### src/hw/rtl/wsd_pkg.sv
// Shared types and constants for the websocket frame deframer.
package wsd_pkg;

    // Result kinds
    typedef enum logic [2:0] {
        KIND_PAYLOAD    = 3'd0,
        KIND_EMPTY      = 3'd1,
        KIND_SEND_PONG  = 3'd2,
        KIND_SEND_CLOSE = 3'd3,
        KIND_CLOSE_CONN = 3'd4
    } wsd_kind_t;

    // Input operation codes
    localparam logic OP_RX_BYTE   = 1'b0;
    localparam logic OP_CONS_ERR  = 1'b1;

    // Frame opcodes with special handling
    localparam logic [3:0] OPC_CLOSE = 4'h8;
    localparam logic [3:0] OPC_PING  = 4'h9;

    // 7-bit length codes that announce an extended length
    localparam logic [6:0] LEN_EXT16 = 7'd126;
    localparam logic [6:0] LEN_EXT64 = 7'd127;

    // Header byte counts
    localparam logic [3:0] EXT16_BYTES = 4'd2;
    localparam logic [3:0] EXT64_BYTES = 4'd8;
    localparam logic [3:0] KEY_BYTES   = 4'd4;

    // One classified transaction waiting for the back end
    typedef struct packed {
        wsd_kind_t  kind;
        logic [7:0] data;    // still masked
        logic [7:0] key;     // mask byte to apply, zero when not a payload byte
        logic       fin;
        logic [3:0] opcode;
        logic       last;
    } wsd_entry_t;

endpackage

### src/hw/rtl/wsd_parser.sv
// Front end: header parser, close tracking and result classification.
module wsd_parser (
    input  logic                aclk,
    input  logic                aresetn,
    input  logic                accept,
    input  logic                operation,
    input  logic [7:0]          rx_byte,
    output logic                push,
    output wsd_pkg::wsd_entry_t entry
);
    import wsd_pkg::*;

    typedef enum logic [4:0] {
        PH_FIRST   = 5'b00001,
        PH_SECOND  = 5'b00010,
        PH_EXTLEN  = 5'b00100,
        PH_KEY     = 5'b01000,
        PH_PAYLOAD = 5'b10000
    } phase_t;

    typedef enum logic [3:0] {
        CS_OPEN     = 4'b0001,
        CS_ANSWERED = 4'b0010,
        CS_OUR_SENT = 4'b0100,
        CS_ENDED    = 4'b1000
    } close_t;

    phase_t      phase_reg, phase_next;
    close_t      close_reg, close_next;
    logic        held_fin_reg, held_fin_next;
    logic [3:0]  held_opc_reg, held_opc_next;
    logic        masked_reg, masked_next;
    logic [3:0]  cnt_reg, cnt_next;
    logic [31:0] key_reg, key_next;
    logic [63:0] rem_reg, rem_next;
    logic [1:0]  idx_reg, idx_next;

    logic        length_end;
    logic        header_end;
    logic        frame_end;
    logic        masked_now;
    logic        last_byte;
    logic        data_frame;
    logic        early_close;
    logic [63:0] rem_new;
    logic [7:0]  key_byte;

    assign data_frame  = (held_opc_reg != OPC_CLOSE) && (held_opc_reg != OPC_PING);
    assign early_close = (close_reg == CS_OPEN) || (close_reg == CS_ANSWERED);
    assign last_byte   = (rem_reg == 64'd1);

    // Mask byte for the current payload position
    always_comb begin
        case (idx_reg)
            2'd0:    key_byte = key_reg[31:24];
            2'd1:    key_byte = key_reg[23:16];
            2'd2:    key_byte = key_reg[15:8];
            default: key_byte = key_reg[7:0];
        endcase
    end

    // Parse step for one accepted transaction
    always_comb begin
        phase_next    = phase_reg;
        close_next    = close_reg;
        held_fin_next = held_fin_reg;
        held_opc_next = held_opc_reg;
        masked_next   = masked_reg;
        cnt_next      = cnt_reg;
        key_next      = key_reg;
        rem_next      = rem_reg;
        idx_next      = idx_reg;
        length_end    = 1'b0;
        header_end    = 1'b0;
        frame_end     = 1'b0;
        masked_now    = masked_reg;
        rem_new       = rem_reg;
        push          = 1'b0;
        entry.kind    = KIND_PAYLOAD;
        entry.data    = 8'h00;
        entry.key     = 8'h00;
        entry.fin     = held_fin_reg;
        entry.opcode  = held_opc_reg;
        entry.last    = 1'b0;

        if (accept && (close_reg != CS_ENDED)) begin
            if (operation == OP_CONS_ERR) begin
                if (early_close) begin
                    close_next   = CS_OUR_SENT;
                    push         = 1'b1;
                    entry.kind   = KIND_SEND_CLOSE;
                    entry.fin    = 1'b0;
                    entry.opcode = 4'h0;
                end
            end else begin
                unique case (phase_reg)
                    PH_SECOND: begin
                        masked_next = rx_byte[7];
                        masked_now  = rx_byte[7];
                        key_next    = 32'h0;
                        rem_next    = 64'h0;
                        if (rx_byte[6:0] == LEN_EXT16) begin
                            cnt_next   = EXT16_BYTES;
                            phase_next = PH_EXTLEN;
                        end else if (rx_byte[6:0] == LEN_EXT64) begin
                            cnt_next   = EXT64_BYTES;
                            phase_next = PH_EXTLEN;
                        end else begin
                            rem_next   = {57'h0, rx_byte[6:0]};
                            rem_new    = {57'h0, rx_byte[6:0]};
                            length_end = 1'b1;
                        end
                    end
                    PH_EXTLEN: begin
                        rem_next = {rem_reg[55:0], rx_byte};
                        rem_new  = {rem_reg[55:0], rx_byte};
                        cnt_next = cnt_reg - 4'd1;
                        if (cnt_reg == 4'd1) begin
                            length_end = 1'b1;
                        end
                    end
                    PH_KEY: begin
                        key_next = {key_reg[23:0], rx_byte};
                        cnt_next = cnt_reg - 4'd1;
                        if (cnt_reg == 4'd1) begin
                            header_end = 1'b1;
                        end
                    end
                    PH_PAYLOAD: begin
                        idx_next = idx_reg + 2'd1;
                        rem_next = rem_reg - 64'd1;
                        if (data_frame) begin
                            if (last_byte) begin
                                phase_next = PH_FIRST;
                            end
                            if (early_close) begin
                                push       = 1'b1;
                                entry.kind = KIND_PAYLOAD;
                                entry.data = rx_byte;
                                entry.key  = key_byte;
                                entry.last = last_byte;
                            end
                        end else if (last_byte) begin
                            frame_end = 1'b1;
                        end
                    end
                    default: begin
                        held_fin_next = rx_byte[7];
                        held_opc_next = rx_byte[3:0];
                        phase_next    = PH_SECOND;
                    end
                endcase

                // Length known: a mask key follows or the header is complete
                if (length_end) begin
                    if (masked_now) begin
                        cnt_next   = KEY_BYTES;
                        phase_next = PH_KEY;
                    end else begin
                        header_end = 1'b1;
                    end
                end

                if (header_end) begin
                    idx_next = 2'd0;
                    if (rem_new == 64'h0) begin
                        frame_end = 1'b1;
                    end else begin
                        phase_next = PH_PAYLOAD;
                    end
                end

                // End-of-frame event
                if (frame_end) begin
                    phase_next = PH_FIRST;
                    entry.last = 1'b1;
                    if (held_opc_reg == OPC_CLOSE) begin
                        if (close_reg == CS_OPEN) begin
                            close_next = CS_ANSWERED;
                            push       = 1'b1;
                            entry.kind = KIND_SEND_CLOSE;
                        end else if (close_reg == CS_OUR_SENT) begin
                            close_next = CS_ENDED;
                            push       = 1'b1;
                            entry.kind = KIND_CLOSE_CONN;
                        end
                    end else if (held_opc_reg == OPC_PING) begin
                        if (close_reg == CS_OPEN) begin
                            push       = 1'b1;
                            entry.kind = KIND_SEND_PONG;
                        end
                    end else if (early_close) begin
                        push       = 1'b1;
                        entry.kind = KIND_EMPTY;
                    end
                end
            end
        end
    end

    // Control state
    always_ff @(posedge aclk) begin
        if (!aresetn) begin
            phase_reg     <= PH_FIRST;
            close_reg     <= CS_OPEN;
            held_fin_reg  <= 1'b0;
            held_opc_reg  <= 4'h0;
            masked_reg    <= 1'b0;
            cnt_reg       <= 4'h0;
            key_reg       <= 32'h0;
            rem_reg       <= 64'h0;
            idx_reg       <= 2'd0;
        end else begin
            phase_reg     <= phase_next;
            close_reg     <= close_next;
            held_fin_reg  <= held_fin_next;
            held_opc_reg  <= held_opc_next;
            masked_reg    <= masked_next;
            cnt_reg       <= cnt_next;
            key_reg       <= key_next;
            rem_reg       <= rem_next;
            idx_reg       <= idx_next;
        end
    end

    // Once the connection has ended it stays ended
    a_ended_sticky: assert property (@(posedge aclk) disable iff (!aresetn)
        close_reg == CS_ENDED |=> close_reg == CS_ENDED)
        else $error("close state left ended");

    // Closing the connection only follows our own close
    a_close_conn_src: assert property (@(posedge aclk) disable iff (!aresetn)
        push && entry.kind == KIND_CLOSE_CONN |-> close_reg == CS_OUR_SENT)
        else $error("close connection without our close sent");

    // Payload bytes come only from the payload phase of a data frame
    a_payload_phase: assert property (@(posedge aclk) disable iff (!aresetn)
        push && entry.kind == KIND_PAYLOAD |-> phase_reg == PH_PAYLOAD && data_frame)
        else $error("payload byte outside payload phase");

endmodule

### src/hw/rtl/wsd_queue.sv
// Short queue between the parser and the output stage.
module wsd_queue #(
    parameter int DEPTH = 2
) (
    input  logic                aclk,
    input  logic                aresetn,
    input  logic                push,
    input  wsd_pkg::wsd_entry_t push_entry,
    input  logic                pop,
    output logic                not_empty,
    output logic                not_full,
    output wsd_pkg::wsd_entry_t head
);
    import wsd_pkg::*;

    localparam int PTR_W = (DEPTH > 1) ? $clog2(DEPTH) : 1;
    localparam int CNT_W = $clog2(DEPTH + 1);

    wsd_entry_t       store_reg [DEPTH];
    logic [PTR_W-1:0] wr_ptr_reg, wr_ptr_next;
    logic [PTR_W-1:0] rd_ptr_reg, rd_ptr_next;
    logic [CNT_W-1:0] cnt_reg, cnt_next;

    assign not_empty = (cnt_reg != '0);
    assign not_full  = (cnt_reg != CNT_W'(DEPTH));
    assign head      = store_reg[rd_ptr_reg];

    // Pointer and fill count update
    always_comb begin
        wr_ptr_next = wr_ptr_reg;
        rd_ptr_next = rd_ptr_reg;
        cnt_next    = cnt_reg;
        if (push) begin
            wr_ptr_next = (wr_ptr_reg == PTR_W'(DEPTH - 1)) ? '0 : wr_ptr_reg + PTR_W'(1);
        end
        if (pop) begin
            rd_ptr_next = (rd_ptr_reg == PTR_W'(DEPTH - 1)) ? '0 : rd_ptr_reg + PTR_W'(1);
        end
        if (push && !pop) begin
            cnt_next = cnt_reg + CNT_W'(1);
        end else if (pop && !push) begin
            cnt_next = cnt_reg - CNT_W'(1);
        end
    end

    always_ff @(posedge aclk) begin
        if (!aresetn) begin
            wr_ptr_reg <= '0;
            rd_ptr_reg <= '0;
            cnt_reg    <= '0;
        end else begin
            wr_ptr_reg <= wr_ptr_next;
            rd_ptr_reg <= rd_ptr_next;
            cnt_reg    <= cnt_next;
        end
    end

    // Entry storage, no reset
    always_ff @(posedge aclk) begin
        if (push) begin
            store_reg[wr_ptr_reg] <= push_entry;
        end
    end

    a_no_overflow: assert property (@(posedge aclk) disable iff (!aresetn)
        push |-> not_full || pop)
        else $error("queue overflow");

    a_no_underflow: assert property (@(posedge aclk) disable iff (!aresetn)
        pop |-> not_empty)
        else $error("queue underflow");

    a_count_step: assert property (@(posedge aclk) disable iff (!aresetn)
        push && !pop |=> cnt_reg == $past(cnt_reg) + CNT_W'(1))
        else $error("queue count did not advance on push");

endmodule

### src/hw/rtl/wsd_unmask.sv
// Back end: unmasks payload bytes and holds the result register.
module wsd_unmask (
    input  logic                aclk,
    input  logic                aresetn,
    input  logic                q_not_empty,
    input  wsd_pkg::wsd_entry_t q_head,
    output logic                q_pop,
    output logic                m_valid,
    input  logic                m_ready,
    output logic [2:0]          m_kind,
    output logic [7:0]          m_data_byte,
    output logic                m_fin,
    output logic [3:0]          m_frame_opcode,
    output logic                m_last_of_frame
);
    import wsd_pkg::*;

    logic       valid_reg;
    logic [2:0] kind_reg;
    logic [7:0] data_reg;
    logic       fin_reg;
    logic [3:0] opc_reg;
    logic       last_reg;

    // Load a new result when the register is empty or being drained
    assign q_pop = q_not_empty && (!valid_reg || m_ready);

    always_ff @(posedge aclk) begin
        if (!aresetn) begin
            valid_reg <= 1'b0;
        end else if (q_pop) begin
            valid_reg <= 1'b1;
        end else if (m_ready) begin
            valid_reg <= 1'b0;
        end
    end

    // Result payload, no reset
    always_ff @(posedge aclk) begin
        if (q_pop) begin
            kind_reg <= q_head.kind;
            data_reg <= q_head.data ^ q_head.key;
            fin_reg  <= q_head.fin;
            opc_reg  <= q_head.opcode;
            last_reg <= q_head.last;
        end
    end

    assign m_valid         = valid_reg;
    assign m_kind          = kind_reg;
    assign m_data_byte     = data_reg;
    assign m_fin           = fin_reg;
    assign m_frame_opcode  = opc_reg;
    assign m_last_of_frame = last_reg;

endmodule

### src/hw/rtl/websocket_frame_deframer_top.sv
// A result is written into the queue storage, then loaded into the output register on m_*.
// Throughput: one input transaction per cycle while the result side keeps up;
//   the parser, the queue and the output register each take one step per cycle.
// The input stalls only when the queue between parser and output stage is full.
// Reset (aresetn low at a clock edge) returns the parser to the first header byte,
//   the connection to open, and empties the queue and the output register.
module websocket_frame_deframer_top #(
    parameter int QUEUE_DEPTH = 2
) (
    input  logic       aclk,
    input  logic       aresetn,
    input  logic       s_valid,
    output logic       s_ready,
    input  logic       s_operation,
    input  logic [7:0] s_rx_byte,
    output logic       m_valid,
    input  logic       m_ready,
    output logic [2:0] m_kind,
    output logic [7:0] m_data_byte,
    output logic       m_fin,
    output logic [3:0] m_frame_opcode,
    output logic       m_last_of_frame
);
    import wsd_pkg::*;

    logic       accept;
    logic       push;
    wsd_entry_t push_entry;
    logic       pop;
    logic       q_not_empty;
    logic       q_not_full;
    wsd_entry_t q_head;

    assign s_ready = q_not_full;
    assign accept  = s_valid && s_ready;

    wsd_parser u_parser (
        .aclk      (aclk),
        .aresetn   (aresetn),
        .accept    (accept),
        .operation (s_operation),
        .rx_byte   (s_rx_byte),
        .push      (push),
        .entry     (push_entry)
    );

    wsd_queue #(
        .DEPTH (QUEUE_DEPTH)
    ) u_queue (
        .aclk       (aclk),
        .aresetn    (aresetn),
        .push       (push),
        .push_entry (push_entry),
        .pop        (pop),
        .not_empty  (q_not_empty),
        .not_full   (q_not_full),
        .head       (q_head)
    );

    wsd_unmask u_unmask (
        .aclk            (aclk),
        .aresetn         (aresetn),
        .q_not_empty     (q_not_empty),
        .q_head          (q_head),
        .q_pop           (pop),
        .m_valid         (m_valid),
        .m_ready         (m_ready),
        .m_kind          (m_kind),
        .m_data_byte     (m_data_byte),
        .m_fin           (m_fin),
        .m_frame_opcode  (m_frame_opcode),
        .m_last_of_frame (m_last_of_frame)
    );

endmodule

### config.mk
export PLATFORM = sky130hd
export DESIGN_NAME = websocket_frame_deframer_top
export DESIGN_NICKNAME = d
export VERILOG_FILES = /design/src/hw/rtl/wsd_pkg.sv /design/src/hw/rtl/wsd_parser.sv /design/src/hw/rtl/wsd_queue.sv /design/src/hw/rtl/wsd_unmask.sv /design/src/hw/rtl/websocket_frame_deframer_top.sv
export SDC_FILE = /design/constraint.sdc
export NUM_CORES = 1
export LEC_CHECK = 0
export BUFFER_PORTS_ARGS = -buffer_cell sky130_fd_sc_hd__buf_4
export CAP_MARGIN = 10
export CORE_MARGIN = 5
export CORE_UTILIZATION = 50
export DETAILED_ROUTE_END_ITERATION = 6
export PLACE_DENSITY_LB_ADDON = 0.2
export SLEW_MARGIN = 20
export SYNTH_ARGS = -nofsm -noshare
export SYNTH_HDL_FRONTEND = slang
export SYNTH_SLANG_ARGS = --single-unit
### constraint.sdc
create_clock -name aclk -period 4.6 [get_ports aclk]
set_input_delay 0.46 -clock aclk [delete_from_list [all_inputs] [get_ports aclk]]
set_output_delay 0.46 -clock aclk [all_outputs]
set_load 0.01 [all_outputs]
* After elaboration in Yosys (flattened, before gate mapping)
Memories as Yosys holds them, arrays and structs flattened. A register that Yosys moved wholly into a read port is not among the register bits.
Cells that the tools add are included.
Widths: inputs -> output; s select.
** Cells by class
- Multiplexer cells :: 97
- Reductions and logical operators :: 30
- Bitwise gates (word level) :: 3
- Equality and inequality tests :: 20
- Add/subtract/negate cells :: 7
** Operators by type and width (count)
- $mux 64 :: 5
- $pmux 64 s3 :: 1
- $pmux 64 s2 :: 1
- $eq 64x1->1 const B :: 1
- $logic_not 64->1 :: 1
- $pmux 32 s2 :: 1
- $sub 64x1->64 const B :: 1
- $mux 5 :: 11
- $mux 1 :: 45
- $mux 4 :: 10
- $mux 19 :: 2
- $mux 16 :: 2
- $mux 25 :: 1
- $mux 3 :: 8
- $pmux 8 s3 :: 1
- $pmux 5 s3 :: 1
- $eq 7x7->1 const B :: 2
- $reduce_bool 2->1 :: 7
- $ne 4x4->1 const B :: 3
- $reduce_and 3->1 :: 4
- $mux 2 :: 5
- $eq 4x1->1 const B :: 2
- $eq 4x4->1 const B :: 2
- $pmux 4 s2 :: 1
- 27 further kinds :: 39
** Word-level totals
- Flip-flop bits (word level) :: 139
- Input port bits :: 13
- Output and inout port bits :: 19
- RAM bits :: 50
- Memories :: 1
** Memory list
- u_queue.store_reg :: depth 2, width 25, read ports 1, clocked after memory_dff 1, write ports 1, RTL line wsd_queue.sv:19 : wsd_entry_t store_reg [DEPTH];

* Depth between registers and ports, before layout
- Depth in word-level cells :: 19
- Gate-level depth with buffers :: 12
- Gate-level depth less buffers :: 12

* Hierarchy
A second synthesis with hierarchy kept.
** Unflattened totals
- Cell total of the unflattened synthesis :: 1067
- Area, all modules :: 9590.4 um^2
** By module, submodules not included
- wsd_parser :: area each 6926.6 um^2, cells an instance 937, times used 1
- wsd_queue :: area each 2029.4 um^2, cells an instance 100, times used 1
- wsd_unmask :: area each 628.1 um^2, cells an instance 29, times used 1
- websocket_frame_deframer_top :: area each 6.3 um^2, cells an instance 1, times used 1

* Worst setup path after synthesis
Ideal clock, no wire load.
- Kind :: reg-to-reg
- From :: register u_parser.rem_reg[50]
- To :: memory u_queue.store_reg[1][0] (netlist bit), enable pin
- Buffers on the path :: 1
- Arrival :: 3.654 ns
- Setup slack :: 0.529 ns
- Period minus slack after synthesis :: 4.071 ns
- Cell stages (with the launch flop) :: 8
- Cell sequence :: dfxtp_1 -> or4_1 -> buf_2 -> or4_4 -> nor4_2 -> a31oi_1 -> nand4bb_1 -> a21oi_1
** On the way
- Cells in the longest elaborated chain, start to end :: 15
- Elaborated cells between the ends (all ways) :: 19
- Classes of those cells :: 1 x eq/ne; 17 x mux; 1 x reduce/logical
** RTL lines
- start: declaration :: RTL line wsd_parser.sv:35 : logic [63:0] rem_reg, rem_next;
- start signal: assignment :: RTL line wsd_parser.sv:221 : rem_reg <= rem_next;
- $mux 64 :: RTL line wsd_parser.sv:105 : end else if (rx_byte[6:0] == LEN_EXT64) begin
- $mux 64 :: RTL line wsd_parser.sv:102 : if (rx_byte[6:0] == LEN_EXT16) begin
- $pmux 64 s2 :: RTL line wsd_parser.sv:96 : unique case (phase_reg)
- $mux 64 :: RTL line wsd_parser.sv:87 : if (operation == OP_CONS_ERR) begin
- $mux 64 :: RTL line wsd_parser.sv:86 : if (accept && (close_reg != CS_ENDED)) begin
- $logic_not 64->1 :: RTL line wsd_parser.sv:166 : if (rem_new == 64'h0) begin
- $mux 1 :: RTL line wsd_parser.sv:166
- $mux 1 * :: RTL line wsd_parser.sv:164 : if (header_end) begin
- $mux 1 * :: RTL line wsd_parser.sv:87
- $mux 1 * :: RTL line wsd_parser.sv:86
- $mux 1 * :: RTL line wsd_parser.sv:174 : if (frame_end) begin
- $mux 1 * :: RTL line wsd_parser.sv:87
- $mux 1 * :: RTL line wsd_parser.sv:86
- $mux 1 * :: RTL line wsd_queue.sv:60 : if (push) begin
- $mux 1 (not written as such) * :: RTL line wsd_queue.sv:61 : store_reg[wr_ptr_reg] <= push_entry;
- end: declaration :: RTL line wsd_queue.sv:19
Every way passes the cells marked *; elsewhere a longest branch is shown, timed or not. The select of a mux whose other input is x is not followed.

* Final worst setup path
- From :: register u_parser.rem_reg[50]
- To :: register u_queue.cnt_reg[1]
** On the way
- Cells in the longest elaborated chain, start to end :: 16
- Elaborated cells between the ends (all ways) :: 22
- Classes of those cells :: 1 x eq/ne; 16 x mux; 5 x reduce/logical
** RTL lines
- $mux 64 :: RTL line wsd_parser.sv:105
- $mux 64 :: RTL line wsd_parser.sv:102
- $pmux 64 s2 :: RTL line wsd_parser.sv:96
- $mux 64 :: RTL line wsd_parser.sv:87
- $mux 64 :: RTL line wsd_parser.sv:86
- $logic_not 64->1 :: RTL line wsd_parser.sv:166
- $mux 1 :: RTL line wsd_parser.sv:166
- $mux 1 * :: RTL line wsd_parser.sv:164
- $mux 1 * :: RTL line wsd_parser.sv:87
- $mux 1 * :: RTL line wsd_parser.sv:86
- $mux 1 * :: RTL line wsd_parser.sv:174
- $mux 1 * :: RTL line wsd_parser.sv:87
- $mux 1 * :: RTL line wsd_parser.sv:86
- via push :: RTL line websocket_frame_deframer_top.sv:27 : logic push;
- $logic_not 1->1 :: RTL line wsd_queue.sv:41 : end else if (pop && !push) begin
- $logic_and 1x1->1 :: RTL line wsd_queue.sv:41
- $reduce_bool 2->1 (no line)
- end signal: assignment :: RTL line wsd_queue.sv:54 : cnt_reg <= cnt_next;
- end: declaration :: RTL line wsd_queue.sv:22 : logic [CNT_W-1:0] cnt_reg, cnt_next;
Mark *: on every way through the listed nets, which the timed path passes. The rest lies on a longest branch. The select of a mux whose other input is x is not followed.
A chain may end at the register's enable or synchronous reset.

==> impl_metrics.ini <==
[pwr]
pwr-share-seq_pct = 47.9
power.total_mw = 4.10
pwr-share-comb_pct = 13.9
power.static_leakage_nw = 3.84
p_per_area_mw_per_mm2 = 385
internal_power_mw = 2.89
swShare_pct = 29.5
ir_drop_uv = 252
pwr-share-clk_pct = 38.2
p_switching_mw = 1.21

[floorplanning]
design.portCount = 32
core_region_area_mm2 = 0.0188
dieHeight_um = 148
die_w_um = 148
start_util_pct = 51.1
num_rows = 50
dieArea_mm2 = 0.0220

[placed_design]
routabilityCongestion = 0.862
place_area_mm2 = 0.0100
placed_cells = 1303
pre_cts_ws_ns = 1.00
io_buffers = 31
hpwl_um = 16200

[outcome]
outcome = complete, no violations

[worst_setup_path]
startpoint_type = flop
crit_fanout = 7
critPathKind = flop to flop
cp-end-kind = flop
arrival_ns = 3.99
timing.reg2reg.setup_slack_ns = 0.96
reg2reg_from = u_parser.rem_reg[50]
reg2reg_to = u_queue.cnt_reg[1]
cp.required_ns = 4.95
r2r_cells = 9

[clock_network]
cts-resized-gates = 0
cts-root-buf = clkbuf_16
post_cts_buffers = 0
clock_sinks = 190
worstSkewPairLatency_ns = 0.45
clk_pin_slew_ns = 0.08
cts_tree = built
cts_buffers = 17
h-tree-depth = 4
ctsHoldBuffers = 0
clock_path_buffers = 2

[synth]
syn_inst = 1094
synth.distinct_cells = 72
syn_nets = 1116
synthArstFlopShare_pct = 0
yosysTopAreaCell = dfxtp_1
yosysTopAreaCellShare_pct = 25.7
yosysSeqAreaShare_pct = 46.7
syn_area_per_cell_um2 = 8.76
yosysWarnings = 0
synth-main-ff-cell = dfxtp_1
synth.most_common_cell = nor2_1
synthTopCellsByCount = nor2_1, dfxtp_1, nand2_1, o21ai_0, a21oi_1
ys_ff_latch = 190
synth_edf_count = 67
netlist_area_mm2 = 0.00958
synth_area_leaders = dfxtp_1, edfxtp_1, nor2_1

[route]
routedWlPerCell_um = 18.5
ant_nets = 0
first_pass_iters = 6
wl_um = 24700
vias = 8408
vias_per_cell = 6.30
drt_iter0_markers = 654
drc_errors = 0

[timing]
holdWs_ns = 0.336
period_share_pct = 79.2
finalCriticalPeriod_ns = 3.64
final-max-slew-violation-count = 0
tns_ns = 0
hold_violations = 0
rsz0062_at_grt = no
relSlewSlack_pct = 31.2
worst_clock_skew_ns = 0.0168
setup_ws_ns = 0.958
fmax_ghz = 0.275
finalSetupViolCount = 0
worst_slew_pin_slew_ns = 1.03

[global_routing]
top_usage_layer = met2
met2_usage_pct = 35.3
met1_usage_pct = 31.5
grt_pass1_vias = 7794
grtUsageMet3_pct = 3.47
grt_pass1_wl_um = 40300
grt_max_degree = 64
antenna_found_initial = 0
grt.total_usage_pct = 22.2
overflow = 0

[run]
maxCapViolCount = 0

[layout]
final_core_util_pct = 56.8
n_antenna_cell = 0
fin_cells = 1335
nets = 1110
area_growth_syn_to_layout_pct = 11.1
fin_area_mm2 = 0.0107
largest_reg_flops = 64
drive_gt1_share_pct = 10.9

[min_path]
hold_path_depth = 3
whs_endpoint = u_parser.held_opc_reg[2]
hold_path.startpoint = s_rx_byte[2]
hold_class = primary input to flop
==> cell usage in the layout (no fill, tap or decap), types with 17 or more instances in the layout <==
cell | synthesis | final
edfxtp_1 | 67 | 67
clkbuf_16 | 0 | 17
nand2_1 | 90 | 90
o21ai_0 | 86 | 86
nor4_1 | 29 | 29
dfxtp_1 | 123 | 123
a22oi_1 | 55 | 55
nor2_1 | 159 | 159
a21oi_1 | 82 | 79
buf_4 | 0 | 52
nor3_1 | 42 | 42
==> layout make-up <==
| type | count | area, um2 |
|---|---|---|
| fill | 1661 | 8120 |
| timing repair buffer | 52 | 390 |
| clock buffer | 17 | 425 |
| clock inverter | 15 | 221 |
| sequential | 190 | 4470 |
| inverter | 15 | 57.6 |
| multi-input combinational | 812 | 4790 |
| tap | 234 | 293 |
==> worst max-delay path, stage by stage, from the launching register on <==
cell and delay (ns):
dfxtp_1 0.37, or4_1 0.66, or4_4 0.56, nor4_2 0.46, a31oi_1 0.24, nand4bb_1 0.33, nand2_1 0.16, ha_1 0.27
or3_1 0.37, a21oi_1 0.14
==> logic make-up (layout without fill, tap and decap cells) <==
group	after synthesis	after routing	synth area share (%)
multiplexers	17	17	1.93
adder cells (fa/ha/maj)	9	9	1.17
XOR/XNOR	25	25	2.28
AND/OR/NAND/NOR	432	432	21.9
buffers and inverters	92	99	3.63
AO/OA/AOI/OAI	329	329	22.4
flip-flops	190	190	46.7
==> power by group through the flow <==
stage | Clock (mW) | Sequential (mW) | Combinational, mW
after floorplan | 0 | 2.00 | 0.343
after global placement | 0 | 2.01 | 0.570
after detailed placement | 0 | 2.01 | 0.575
after CTS | 1.59 | 1.97 | 0.578
after global routing | 1.67 | 1.98 | 0.625
final | 1.57 | 1.97 | 0.570
==> metal layers <==
metal | wire (um) | up-vias
met2 | 11500 | 289
met4 | 344 | 0
met3 | 1400 | 31
li1 | - | 4075
met1 | 11400 | 4013
met5 | 0 | -
==> worst max path at each step <==
stage,start,endpoint,slack [ns],cells past startpoint
global placement,u_parser.rem_reg[50],u_queue.cnt_reg[1],1.08,9
CTS,u_parser.rem_reg[50],u_queue.cnt_reg[1],0.94,9
global route,u_parser.rem_reg[8],u_queue.cnt_reg[1],0.69,9
finish,u_parser.rem_reg[50],u_queue.cnt_reg[1],0.96,9
detailed placement,u_parser.rem_reg[50],u_queue.cnt_reg[1],1.0,9
floorplan,u_parser.rem_reg[50],u_queue.store_reg[1][0],0.53,7
Note: power is estimated with default switching activity, not from simulation.
